$ cat src/design/upc_pkg.sv
// Shared types, character constants and helper functions for the URL percent codec.
package upc_pkg;

   typedef enum logic {
      MODE_ENCODE = 1'b0,
      MODE_DECODE = 1'b1
   } mode_type;

   typedef enum logic [1:0] {
      PHASE_IDLE  = 2'd0,
      PHASE_PCT   = 2'd1,
      PHASE_DIGIT = 2'd2
   } phase_type;

   // Most output words one input word can produce
   localparam int unsigned SLOTS = 3;
   localparam int unsigned CNT_W = $clog2(SLOTS + 1);
   localparam int unsigned IDX_W = $clog2(SLOTS);

   localparam logic [7:0] CH_PCT   = 8'h25;
   localparam logic [7:0] CH_DASH  = 8'h2D;
   localparam logic [7:0] CH_UNDER = 8'h5F;
   localparam logic [7:0] CH_DOT   = 8'h2E;
   localparam logic [7:0] CH_TILDE = 8'h7E;
   localparam logic [7:0] CH_SLASH = 8'h2F;
   localparam logic [7:0] CH_ZERO  = 8'h30;
   localparam logic [7:0] CH_NINE  = 8'h39;
   localparam logic [7:0] CH_UPA   = 8'h41;
   localparam logic [7:0] CH_UPZ   = 8'h5A;
   localparam logic [7:0] CH_LOA   = 8'h61;
   localparam logic [7:0] CH_LOZ   = 8'h7A;
   localparam logic [7:0] CASE_OFS = 8'h20;
   // 'a' - 10, so a letter maps to its hex value
   localparam logic [7:0] ALPHA_OFS = 8'd87;

   localparam logic [7:0] HEX_DIGITS [16] = '{
      8'h30, 8'h31, 8'h32, 8'h33, 8'h34, 8'h35, 8'h36, 8'h37,
      8'h38, 8'h39, 8'h41, 8'h42, 8'h43, 8'h44, 8'h45, 8'h46
   };

   typedef struct packed {
      logic [7:0] data;
      logic       last;
      logic       bare;
   } slot_type;

   typedef struct packed {
      logic [CNT_W-1:0]        count;
      slot_type [SLOTS-1:0]    slot;
   } bundle_type;

   function automatic logic passes_plain(input logic [7:0] c);
      logic ok;
      ok = (c >= CH_ZERO && c <= CH_NINE) || (c >= CH_UPA && c <= CH_UPZ) ||
           (c >= CH_LOA && c <= CH_LOZ) || c == CH_DASH || c == CH_UNDER ||
           c == CH_DOT || c == CH_TILDE || c == CH_SLASH;
      return ok;
   endfunction

   // Unchecked hex value, wrapping modulo 256 for non-hex characters
   function automatic logic [7:0] hexval(input logic [7:0] c);
      logic [7:0] l;
      l = (c >= CH_UPA && c <= CH_UPZ) ? c + CASE_OFS : c;
      if (c >= CH_ZERO && c <= CH_NINE) begin
         l = c - CH_ZERO;
      end else begin
         l = l - ALPHA_OFS;
      end
      return l;
   endfunction

endpackage

$ cat src/design/upc_stream_if.sv
// Valid/ready channel interfaces for the codec's request and response streams.
interface upc_req_if;
   logic       valid;
   logic       ready;
   logic [7:0] in_byte;
   logic       in_last;

   modport source (output valid, output in_byte, output in_last, input ready);
   modport sink   (input valid, input in_byte, input in_last, output ready);
endinterface

interface upc_rsp_if;
   logic       valid;
   logic       ready;
   logic [7:0] out_byte;
   logic       out_end;
   logic       carries_no_byte;

   modport source (output valid, output out_byte, output out_end,
                   output carries_no_byte, input ready);
   modport sink   (input valid, input out_byte, input out_end,
                   input carries_no_byte, output ready);
endinterface

$ cat src/design/upc_xlate.sv
// Input register, escape-tracking state and per-word translation into a result bundle.
module upc_xlate (
   input  logic                 clock,
   input  logic                 reset,
   input  upc_pkg::mode_type    mode,
   input  logic                 cfg_clear,
   upc_req_if.sink              req,
   output upc_pkg::bundle_type  bundle,
   output logic                 bundle_valid,
   input  logic                 bundle_ready
);

   logic                in_valid_ff, in_valid_in;
   logic [7:0]          in_data_ff;
   logic                in_last_ff;
   upc_pkg::phase_type  phase_ff, phase_in;
   logic [7:0]          held_ff, held_in;
   logic                advance;
   logic [7:0]          hv_hi, hv_lo, decoded;

   // Move the held word on when it yields nothing or the emitter takes it
   assign advance      = in_valid_ff && (bundle.count == '0 || bundle_ready);
   assign req.ready    = !in_valid_ff || advance;
   assign in_valid_in  = (req.valid && req.ready) || (in_valid_ff && !advance);
   assign bundle_valid = in_valid_ff && bundle.count != '0;

   // Input register
   always_ff @(posedge clock) begin
      if (reset) begin
         in_valid_ff <= 1'b0;
      end else begin
         in_valid_ff <= in_valid_in;
      end
      if (req.valid && req.ready) begin
         in_data_ff <= req.in_byte;
         in_last_ff <= req.in_last;
      end
   end

   // Escape state, dropped on any mode write
   always_ff @(posedge clock) begin
      if (reset || cfg_clear) begin
         phase_ff <= upc_pkg::PHASE_IDLE;
         held_ff  <= 8'd0;
      end else begin
         phase_ff <= phase_in;
         held_ff  <= held_in;
      end
   end

   // Next escape state
   always_comb begin
      phase_in = phase_ff;
      held_in  = held_ff;
      if (advance) begin
         if (mode == upc_pkg::MODE_ENCODE) begin
            phase_in = upc_pkg::PHASE_IDLE;
         end else begin
            unique case (phase_ff)
               upc_pkg::PHASE_PCT: begin
                  if (in_last_ff) begin
                     phase_in = upc_pkg::PHASE_IDLE;
                  end else begin
                     held_in  = in_data_ff;
                     phase_in = upc_pkg::PHASE_DIGIT;
                  end
               end
               upc_pkg::PHASE_DIGIT: begin
                  phase_in = upc_pkg::PHASE_IDLE;
               end
               default: begin
                  phase_in = (in_data_ff == upc_pkg::CH_PCT && !in_last_ff) ?
                             upc_pkg::PHASE_PCT : upc_pkg::PHASE_IDLE;
               end
            endcase
         end
      end
   end

   // Combine the two escape digits
   always_comb begin
      hv_hi   = upc_pkg::hexval(held_ff);
      hv_lo   = upc_pkg::hexval(in_data_ff);
      decoded = {hv_hi[3:0], 4'b0000} | hv_lo;
   end

   // Result words for the held input word
   always_comb begin
      bundle = '0;
      if (mode == upc_pkg::MODE_ENCODE) begin
         if (upc_pkg::passes_plain(in_data_ff)) begin
            bundle.count        = upc_pkg::CNT_W'(1);
            bundle.slot[0].data = in_data_ff;
            bundle.slot[0].last = in_last_ff;
         end else begin
            bundle.count        = upc_pkg::CNT_W'(3);
            bundle.slot[0].data = upc_pkg::CH_PCT;
            bundle.slot[1].data = upc_pkg::HEX_DIGITS[in_data_ff[7:4]];
            bundle.slot[2].data = upc_pkg::HEX_DIGITS[in_data_ff[3:0]];
            bundle.slot[2].last = in_last_ff;
         end
      end else begin
         unique case (phase_ff)
            upc_pkg::PHASE_PCT: begin
               if (in_last_ff) begin
                  bundle.count        = upc_pkg::CNT_W'(1);
                  bundle.slot[0].last = 1'b1;
                  if (in_data_ff == upc_pkg::CH_PCT) begin
                     bundle.slot[0].bare = 1'b1;
                  end else begin
                     bundle.slot[0].data = in_data_ff;
                  end
               end
            end
            upc_pkg::PHASE_DIGIT: begin
               bundle.count        = upc_pkg::CNT_W'(1);
               bundle.slot[0].data = decoded;
               bundle.slot[0].last = in_last_ff;
            end
            default: begin
               if (in_data_ff != upc_pkg::CH_PCT) begin
                  bundle.count        = upc_pkg::CNT_W'(1);
                  bundle.slot[0].data = in_data_ff;
                  bundle.slot[0].last = in_last_ff;
               end else if (in_last_ff) begin
                  bundle.count        = upc_pkg::CNT_W'(1);
                  bundle.slot[0].last = 1'b1;
                  bundle.slot[0].bare = 1'b1;
               end
            end
         endcase
      end
   end

endmodule

$ cat src/design/upc_emit.sv
// Output register that holds one result bundle and hands its words out one per cycle unless stalled.
module upc_emit (
   input  logic                 clock,
   input  logic                 reset,
   input  upc_pkg::bundle_type  bundle,
   input  logic                 bundle_valid,
   output logic                 bundle_ready,
   upc_rsp_if.source            rsp
);

   logic                                  valid_ff, valid_in;
   upc_pkg::slot_type [upc_pkg::SLOTS-1:0] slot_ff;
   logic [upc_pkg::IDX_W-1:0]             last_idx_ff;
   logic [upc_pkg::IDX_W-1:0]             ptr_ff, ptr_in;
   logic                                  drain, final_word, load;

   assign drain        = rsp.valid && rsp.ready;
   assign final_word   = ptr_ff == last_idx_ff;
   assign bundle_ready = !valid_ff || (drain && final_word);
   assign load         = bundle_valid && bundle_ready;
   assign valid_in     = load || (valid_ff && !(drain && final_word));

   // Advance through the bundle, restart on a new one
   always_comb begin
      ptr_in = ptr_ff;
      if (load) begin
         ptr_in = '0;
      end else if (drain) begin
         ptr_in = ptr_ff + 1'b1;
      end
   end

   always_ff @(posedge clock) begin
      if (reset) begin
         valid_ff <= 1'b0;
         ptr_ff   <= '0;
      end else begin
         valid_ff <= valid_in;
         ptr_ff   <= ptr_in;
      end
      if (load) begin
         slot_ff     <= bundle.slot;
         last_idx_ff <= upc_pkg::IDX_W'(bundle.count - 1'b1);
      end
   end

   // Present the current word
   assign rsp.valid           = valid_ff;
   assign rsp.out_byte        = slot_ff[ptr_ff].data;
   assign rsp.out_end         = slot_ff[ptr_ff].last;
   assign rsp.carries_no_byte = slot_ff[ptr_ff].bare;

endmodule

$ cat src/design/url_percent_codec.sv
// URL percent codec: with csr mode 0 each input word is passed through when it is an
// alphanumeric or one of - _ . ~ / and otherwise expanded to '%' and two uppercase hex
// digits; with mode 1 "%XY" sequences collapse to one word and everything else is copied,
// but an escape cut short by a string's end yields the word after '%', or a bare end
// marker if that is '%' or missing. A word is taken every cycle while each yields at most
// one result and the output is not stalled; an escaped encode-mode word holds the output
// register while its three result words go out, one per cycle when not stalled. Write
// the mode only while the codec is idle; a write also discards any half-received escape.
module url_percent_codec (
   input  logic       clock,
   input  logic       reset,
   upc_req_if.sink    req_if,
   upc_rsp_if.source  rsp_if,
   input  logic       csr_we,
   input  logic       csr_wdata
);

   upc_pkg::mode_type   mode_ff;
   upc_pkg::bundle_type bundle;
   logic                bundle_valid;
   logic                bundle_ready;

   // Mode register
   always_ff @(posedge clock) begin
      if (reset) begin
         mode_ff <= upc_pkg::MODE_ENCODE;
      end else if (csr_we) begin
         mode_ff <= upc_pkg::mode_type'(csr_wdata);
      end
   end

   upc_xlate u_xlate (
      .clock        (clock),
      .reset        (reset),
      .mode         (mode_ff),
      .cfg_clear    (csr_we),
      .req          (req_if),
      .bundle       (bundle),
      .bundle_valid (bundle_valid),
      .bundle_ready (bundle_ready)
   );

   upc_emit u_emit (
      .clock        (clock),
      .reset        (reset),
      .bundle       (bundle),
      .bundle_valid (bundle_valid),
      .bundle_ready (bundle_ready),
      .rsp          (rsp_if)
   );

endmodule

$ cat src/flat_wrapper.sv
// flat-port wrapper written by rule: the top's interface ports become plain ports
module url_percent_codec_flat 
  (clock, reset, csr_we, csr_wdata, req_if_valid, req_if_in_byte, req_if_in_last, req_if_ready, rsp_if_valid, rsp_if_out_byte, rsp_if_out_end, rsp_if_carries_no_byte, rsp_if_ready);
  upc_req_if req_if_i ();
  upc_rsp_if rsp_if_i ();
  input  logic clock;
  input  logic reset;
  input  logic csr_we;
  input  logic csr_wdata;
  input wire logic [$bits(req_if_i.valid)-1:0] req_if_valid;
  input wire logic [$bits(req_if_i.in_byte)-1:0] req_if_in_byte;
  input wire logic [$bits(req_if_i.in_last)-1:0] req_if_in_last;
  output wire logic [$bits(req_if_i.ready)-1:0] req_if_ready;
  output wire logic [$bits(rsp_if_i.valid)-1:0] rsp_if_valid;
  output wire logic [$bits(rsp_if_i.out_byte)-1:0] rsp_if_out_byte;
  output wire logic [$bits(rsp_if_i.out_end)-1:0] rsp_if_out_end;
  output wire logic [$bits(rsp_if_i.carries_no_byte)-1:0] rsp_if_carries_no_byte;
  input wire logic [$bits(rsp_if_i.ready)-1:0] rsp_if_ready;
  assign req_if_i.valid = req_if_valid;
  assign req_if_i.in_byte = req_if_in_byte;
  assign req_if_i.in_last = req_if_in_last;
  assign req_if_ready = req_if_i.ready;
  assign rsp_if_valid = rsp_if_i.valid;
  assign rsp_if_out_byte = rsp_if_i.out_byte;
  assign rsp_if_out_end = rsp_if_i.out_end;
  assign rsp_if_carries_no_byte = rsp_if_i.carries_no_byte;
  assign rsp_if_i.ready = rsp_if_ready;
  url_percent_codec u_core (.clock(clock), .reset(reset), .req_if(req_if_i), .rsp_if(rsp_if_i), .csr_we(csr_we), .csr_wdata(csr_wdata));
endmodule
$ cat config.mk
export PLATFORM = sky130hd
export DESIGN_NAME = url_percent_codec_flat
export DESIGN_NICKNAME = d
export VERILOG_FILES = /design/src/design/upc_pkg.sv /design/src/design/upc_stream_if.sv /design/src/design/upc_xlate.sv /design/src/design/upc_emit.sv /design/src/design/url_percent_codec.sv /design/src/flat_wrapper.sv
export SDC_FILE = /design/constraint.sdc
export NUM_CORES = 1
export LEC_CHECK = 0
export BUFFER_PORTS_ARGS = -buffer_cell sky130_fd_sc_hd__buf_4
export CAP_MARGIN = 20
export CORE_ASPECT_RATIO = 1.25
export CORE_MARGIN = 2
export CORE_UTILIZATION = 30
export DETAILED_ROUTE_END_ITERATION = 10
export PLACE_DENSITY = 0.52
export SYNTH_ARGS = -nofsm -noshare
export SYNTH_HDL_FRONTEND = slang
export SYNTH_SLANG_ARGS = --single-unit
$ cat constraint.sdc
create_clock -name clock -period 6.4 [get_ports clock]
set_clock_uncertainty 0.05 [all_clocks]
set_input_delay 0.32 -clock clock [delete_from_list [all_inputs] [get_ports clock]]
set_output_delay 0.32 -clock clock [all_outputs]
set_load 0.01 [all_outputs]
# Yosys cells after proc, flatten, opt, wreduce, memory -nomap -nowiden
# Memories as Yosys holds them, arrays and structs flattened. A register that Yosys moved wholly into a read port is not among the register bits.
# Index checks and enable logic that the tools add are counted.
# word_totals
ff_bits	37
latch_bits	0
ram_bits	0
romBits	256
inputBits	15
output_inout_bits	12
elab_cells	112
mem_count	2
# op_classes
add_sub_neg	8
n_mul	0
div_mod_pow	0
n_lt_le_gt_ge	11
eq_ne	10
shifts	0
muxes	27
n_bitwise	4
n_reduce_logical	37
# mem_list
memory	depth	width	read_ports	rd_ports_with_merged_regs	write_ports	line_no	rtl
(no name shown)	16	8	1	1	0	upc_xlate.sv:99	bundle.slot[2].data = upc_pkg::HEX_DIGITS[in_data_ff[3:0]];
(no name shown)	16	8	1	1	0	upc_xlate.sv:98	bundle.slot[1].data = upc_pkg::HEX_DIGITS[in_data_ff[7:4]];
# ops
cell	count
two-way mux 8 bit	5
equality test 8 x 6 -> 1 bit (second input constant)	4
>= comparator 8 x 7 -> 1 bit (second input constant)	3
<= comparator 8 x 7 -> 1 bit (second input constant)	3
binary-select mux 10 bit (select 2 bit)	1
two-way mux 10 bit	2
case mux 9 bit (2 select lines)	1
equality test 8 x 7 -> 1 bit (second input constant)	2
>= comparator 8 x 6 -> 1 bit (second input constant)	2
<= comparator 8 x 6 -> 1 bit (second input constant)	2
logical AND 1 bit	14
logical OR 1 bit	13
two-way mux 2 bit	6
NOT 4 -> 5 bit	2
two-way mux 9 bit	1
adder 8 x 6 -> 8 bit (second input constant)	1
two-way mux 4 bit	2
inequality test 8 x 6 -> 1 bit (second input constant)	1
OR 8 bit	1
case mux 2 bit (2 select lines)	2
subtractor 8 x 6 -> 8 bit (second input constant)	1
subtractor 8 x 7 -> 8 bit (second input constant)	1
two-way mux 1 bit	6
zero test 1 bit	5
15 further kinds	16

# Logic depth before layout (Yosys ltp)
# depth
depth_word	17
depth_mapped	15
ltp_nobuf	12

# By module
# From an unflattened synthesis, not the netlist that was laid out.
# hier_totals
hier_cells	346
hier_area_um2	3463.3
# modules_own_cells
mod	n_inst	cells_each	area_per_inst_um2	seq_area_each_um2
upc_xlate	1	259	2100.8	490.5
upc_emit	1	84	1328.8	1021.0
url_percent_codec	1	3	33.8	20.0

# Worst setup path before layout
# No wires, ideal clock.
# synth_path
path_kind	register to register
start	reg u_core.u_xlate.in_data_ff[1]
end	reg u_core.u_emit.last_idx_ff[0] in the netlist's numbering (enable)
setup_time_ns	0.419
t_arrival_ns	4.076
t_required_ns	5.931
slack_ns	1.856
stages_incl_launch_ff	14
n_path_buf	2
synth_period_minus_slack_ns	4.544
path_cell_list	edfxtp_1 -> clkbuf_1 -> inv_1 -> ha_1 -> or4b_4 -> a21bo_4 -> nand3_1 -> nand4_2 -> nor2_1 -> inv_1 -> buf_2 -> ha_1 -> nand2b_1 -> a21oi_1
# synth_between
elab_chain_len	14
word_cells_on_any_way	29
classes_between	order compare: 6; eq/ne: 6; mux: 4; reduce/logical: 13
# synth_lines
element	line_no	rtl
start, declared	upc_xlate.sv:14	logic [7:0] in_data_ff;
start signal, assigned	upc_xlate.sv:35	in_data_ff <= req.in_byte;
>= comparator 8 x 6 -> 1 bit (tied with other cells)	upc_pkg.sv:54	ok = (c >= CH_ZERO && c <= CH_NINE) || (c >= CH_UPA && c <= CH_UPZ) ||
logical AND 1 bit	upc_pkg.sv:54	
logical OR 1 bit (2 in series)	upc_pkg.sv:54	
logical OR 1 bit (3 in series)	upc_pkg.sv:55	(c >= CH_LOA && c <= CH_LOZ) || c == CH_DASH || c == CH_UNDER ||
logical OR 1 bit (2 in series)	upc_pkg.sv:56	c == CH_DOT || c == CH_TILDE || c == CH_SLASH;
two-way mux 2 bit	upc_xlate.sv:91	if (upc_pkg::passes_plain(in_data_ff)) begin
two-way mux 2 bit *	upc_xlate.sv:90	if (mode == upc_pkg::MODE_ENCODE) begin
nonzero test 2 bit *	upc_xlate.sv:25	assign bundle_valid = in_valid_ff && bundle.count != '0;
logical AND 1 bit *	upc_xlate.sv:25	
logical AND 1 bit *	upc_emit.sv:20	assign load = bundle_valid && bundle_ready;
via u_core.u_emit.load	upc_emit.sv:15	logic drain, final_word, load;
end signal, assigned	upc_emit.sv:43	last_idx_ff <= upc_pkg::IDX_W'(bundle.count - 1'b1);
end, declared	upc_emit.sv:13	logic [upc_pkg::IDX_W-1:0] last_idx_ff;
# Mark *: on every way through the listed nets, which the timed path passes. The rest lies on a longest branch.
# A chain may end at the register's enable or synchronous reset.

# Worst setup path after layout
# layout_path
start	reg u_core.u_xlate.in_data_ff[1]
end	out req_if_ready
# layout_between
elab_chain_len	15
word_cells_on_any_way	30
classes_between	order compare: 6; eq/ne: 6; mux: 4; reduce/logical: 14
# layout_lines
element	line_no	rtl
>= comparator 8 x 6 -> 1 bit (tied with other cells)	upc_pkg.sv:54	
logical AND 1 bit	upc_pkg.sv:54	
logical OR 1 bit (2 in series)	upc_pkg.sv:54	
logical OR 1 bit (3 in series)	upc_pkg.sv:55	
logical OR 1 bit (2 in series)	upc_pkg.sv:56	
two-way mux 2 bit	upc_xlate.sv:91	
two-way mux 2 bit *	upc_xlate.sv:90	
zero test 2 bit *	upc_xlate.sv:22	assign advance = in_valid_ff && (bundle.count == '0 || bundle_ready);
logical OR 1 bit *	upc_xlate.sv:22	
logical AND 1 bit *	upc_xlate.sv:22	
logical OR 1 bit *	upc_xlate.sv:23	assign req.ready = !in_valid_ff || advance;
end, declared	flat_wrapper.sv:13	output wire logic [$bits(req_if_i.ready)-1:0] req_if_ready;
# Mark *: on every way between the ends. The rest lies on a longest branch, timed or not.

==> impl_results.md <==
* Pwr dens at around 220 mW/mm^2
* Post-CTS Setup Bufs at 0
* Pre-antenna DRT Iters at 4
* Yosys top cell by area: edfxtp_1
* RSZ-0062 raised after global routing: no
* Post-CTS Resized at 0
* GRT Overall Usage at between 10% and 20%
* Final hold violations at 0
* Post-Syn Nets at about 340
* Distinct cells, synth at between 50 and 60
* N_diodes at 0
* Post-synthesis sequential element count at 49
* WP data arrival at between 3 and 4 ns
* Required time worst endpoint at between 6 and 7 ns
* Final Setup Violations at 0
* H-tree levels at 2
* Final period utilization at roughly two thirds
* CP Launch Type: flip-flop
* First-pass GRT wire length at 11.9 mm
* Cell Rows at 40
* Reg-to-Reg End: u_core.u_emit.slot_ff[13]
* Largest net degree at the start of global routing at 22
* Post-synth top area share at about 34%
* Share of cells above drive strength 1 at roughly 13%
* Synth area leaders: edfxtp_1, dfxtp_1, ha_1
* Core Area at about 0.01 mm^2
* Hold path depth at 1
* Full die area at 0.0109 mm^2
* CTS tree: done
* Drt drc at 0
* DR WL met3 at ~250 um
* Critical path class: flip-flop to primary output
* Synth Warn # at 0
* Share of flip-flops with an asynchronous set or reset at 0%
* Reg-to-reg critical path startpoint: u_core.u_xlate.in_data_ff[1]
* Number of flops mapped to enable cells by yosys at 34
* HP Start: req_if_in_byte[3]
* Number of port buffers at 26
* Worst-Margin Slew at around 0.72 ns
* CTS Buffer Depth at 2
* RD Place Congestion at between 0.8 and 0.9
* Vias at roughly 2,300
* Leakage at roughly 1.3 nW
* # fillers at 1,002
* Syn Area/Cell at 9.81 um^2
* IO Pins at 27
* Avg WL per Cell at 15.6 um
* Layout Nets at roughly 360
* HP Class: input pin to flip-flop
* Hpwl dp at 5.32 mm
* Vias in the first global route at 2,349
* Final wirelength at 7.08 mm
* Hold Slack at ~0.16 ns
* Clk root buf: clkbuf_16
* Max Fanout on Critical Path at 13
* Max-Cap Viols at 0
* Slew Limit Fails at 0
* Area grow syn2layout at 15.4%
* Die height at between 100 and 150 um
* Fmax at around 240 MHz
* Status: completed
* Rel. slew slack at between 50% and 60%
* Setup TNS Final at 0 ns
* Mapped Area at around 0.003 mm^2
* R2R Setup Slk at approximately 2.3 ns
* Clock Latency Late Sink at between 0.2 and 0.3 ns
* Met1 wire length at approximately 3.2 mm
* CTS Hold Bufs at 0
* Min cycle time layout at 4.24 ns
* Top FF cell, synth: edfxtp_1
* Via/cell ratio at 5.12
* Max layer used: met4
* Hold endpoint: u_core.u_xlate.in_data_ff[3]
* Register area share after synthesis at 43.7%
* Clock-pin slew on the worst setup and hold paths at ~0.06 ns
* VDD IR-drop max at 157 uV
* Die W at around 94 um
* Inserted Clock Buffers at 5
* Antenna-violating nets left at 0
* Initial antenna violation count at 0
* Num Clock Sinks at slightly below 50
* DR WL met2 at roughly 3.4 mm
* CP Capture Type: primary output
* Congestion Overflow GR at 0
* Initial core utilization at a little under a third
* DRT iter0 DRCs at 167
* FF-to-FF path depth at 12
* Cells after Synth at between 300 and 400
[worst max path at each step]
stage | startpoint | endpoint | slack [ns]
global placement | u_core.u_xlate.in_data_ff[1] | u_core.u_emit.slot_ff[13] | 2.45
floorplan | u_core.u_xlate.in_data_ff[1] | u_core.u_emit.last_idx_ff[0] | 1.86
global route | u_core.u_xlate.in_data_ff[1] | req_if_ready | 1.95
detailed placement | u_core.u_xlate.in_data_ff[1] | u_core.u_emit.slot_ff[13] | 2.31
CTS | u_core.u_xlate.in_data_ff[1] | req_if_ready | 2.20
finish | u_core.u_xlate.in_data_ff[1] | req_if_ready | 2.16
[stage by stage]
stage	cell area [um^2]	instances	utilization [%]	setup WS (ns)	power, mW
after floorplan	3020	308	-	1.86	0.444
after global placement	3320	445	34.1	2.45	0.482
after detailed placement	3320	445	34.1	2.31	0.483
after CTS	3490	453	35.9	2.20	0.783
after global routing	3490	453	35.9	1.95	0.809
final	3490	453	35.9	2.16	0.774
[cells in the mapped netlist, drive strengths merged, types with 2 or more instances]
cell type and instances:
nor4 2, a31oi 3, nor2 24, a211oi 5, and3 4, xnor2 6, o211ai 5, o21ai 17
or4b 2, o2111a 2, or3 3, a211o 2, a21o 4, a221oi 2, buf 5, edfxtp 34
or2 3, inv 15, nand3b 2, o31ai 3, a221o 2, and2 3, nand2b 2, dfxtp 15
mux2i 22, nor3b 4, clkbuf 11, nor2b 2, xor2 2, ha 20, nor3 8, nand4 3
a21oi 22, nand3 8, nand2 24, a22oi 3, clkinv 3
[logic make-up after synthesis]
family	Yosys count	synth area share, %
AND/OR/NAND/NOR	98	17.0
AO/OA/AOI/OAI	77	16.9
flip-flops	49	43.7
buffers and inverters	34	4.55
multiplexers	22	7.29
adder cells (fa/ha/maj)	20	8.28
XOR/XNOR	8	2.32
[routing by layer]
layer	global-route usage, %	vias up
li1	-	1160
met2	23.7	59
met3	2.13	9
met1	17.4	1091
met5	0	-
met4	5.41	0
[layout by cell type, fill, tap and decap left out, types with 3 or more instances in the layout]
cell / netlist / final
edfxtp_1: 34 / 34
buf_4: 0 / 27
nand2_1: 24 / 24
nor2_1: 24 / 24
mux2i_1: 22 / 22
a21oi_1: 22 / 21
ha_1: 20 / 20
o21ai_0: 17 / 17
inv_1: 15 / 15
dfxtp_1: 15 / 15
nor3_1: 8 / 8
nand3_1: 8 / 8
xnor2_1: 6 / 6
o211ai_1: 5 / 5
a211oi_1: 5 / 5
clkbuf_16: 0 / 5
a21o_1: 4 / 4
nor3b_1: 4 / 4
and3_1: 4 / 4
clkinv_1: 3 / 3
or3_1: 3 / 3
or2_2: 3 / 3
a31oi_1: 3 / 3
o31ai_1: 3 / 3
a22oi_1: 3 / 3
and2_1: 3 / 3
[report_power, final]
group          total (mW)  internal [mW]  switching (mW)  leakage (nW)
Clock               0.298          0.195           0.103        0.0841
Combinational      0.0990         0.0424          0.0567         0.745
Sequential          0.377          0.359          0.0189         0.443
Total               0.774          0.596           0.178          1.27
[flip-flops by register name, indices dropped and copies added (netlist names)]
register	count
u_core.u_xlate.in_valid_ff	1
u_core.u_emit.last_idx_ff	2
u_core.u_emit.ptr_ff	2
u_core.u_emit.slot_ff	23
u_core.u_emit.rsp.valid	1
u_core.u_xlate.phase_ff	2
u_core.u_xlate.held_ff	8
u_core.u_xlate.in_last_ff	1
u_core.mode_ff	1
u_core.u_xlate.in_data_ff	8
[final cells by class]
type                       count  area [um^2]  share of cell area, %
inverter                      18         67.6                   1.94
sequential                    49         1320                   37.9
multi-input combinational    225         1570                   44.9
clock inverter                 1         30.0                  0.861
timing repair buffer          27          203                   5.81
tap                          126          158                   4.52
clock buffer                   7          143                   4.09
[worst max-delay path, stage by stage (launching register included)]
cell	delay [ns]
edfxtp_1	0.65
inv_1	0.16
ha_1	0.26
or4b_4	0.50
a21bo_4	0.25
nand3_1	0.13
nand4_2	0.22
nor2_1	0.24
inv_1	0.24
ha_1	0.29
nand2b_1	0.19
or2_2	0.31
buf_4	0.15
(Power assumes the default switching activity.)
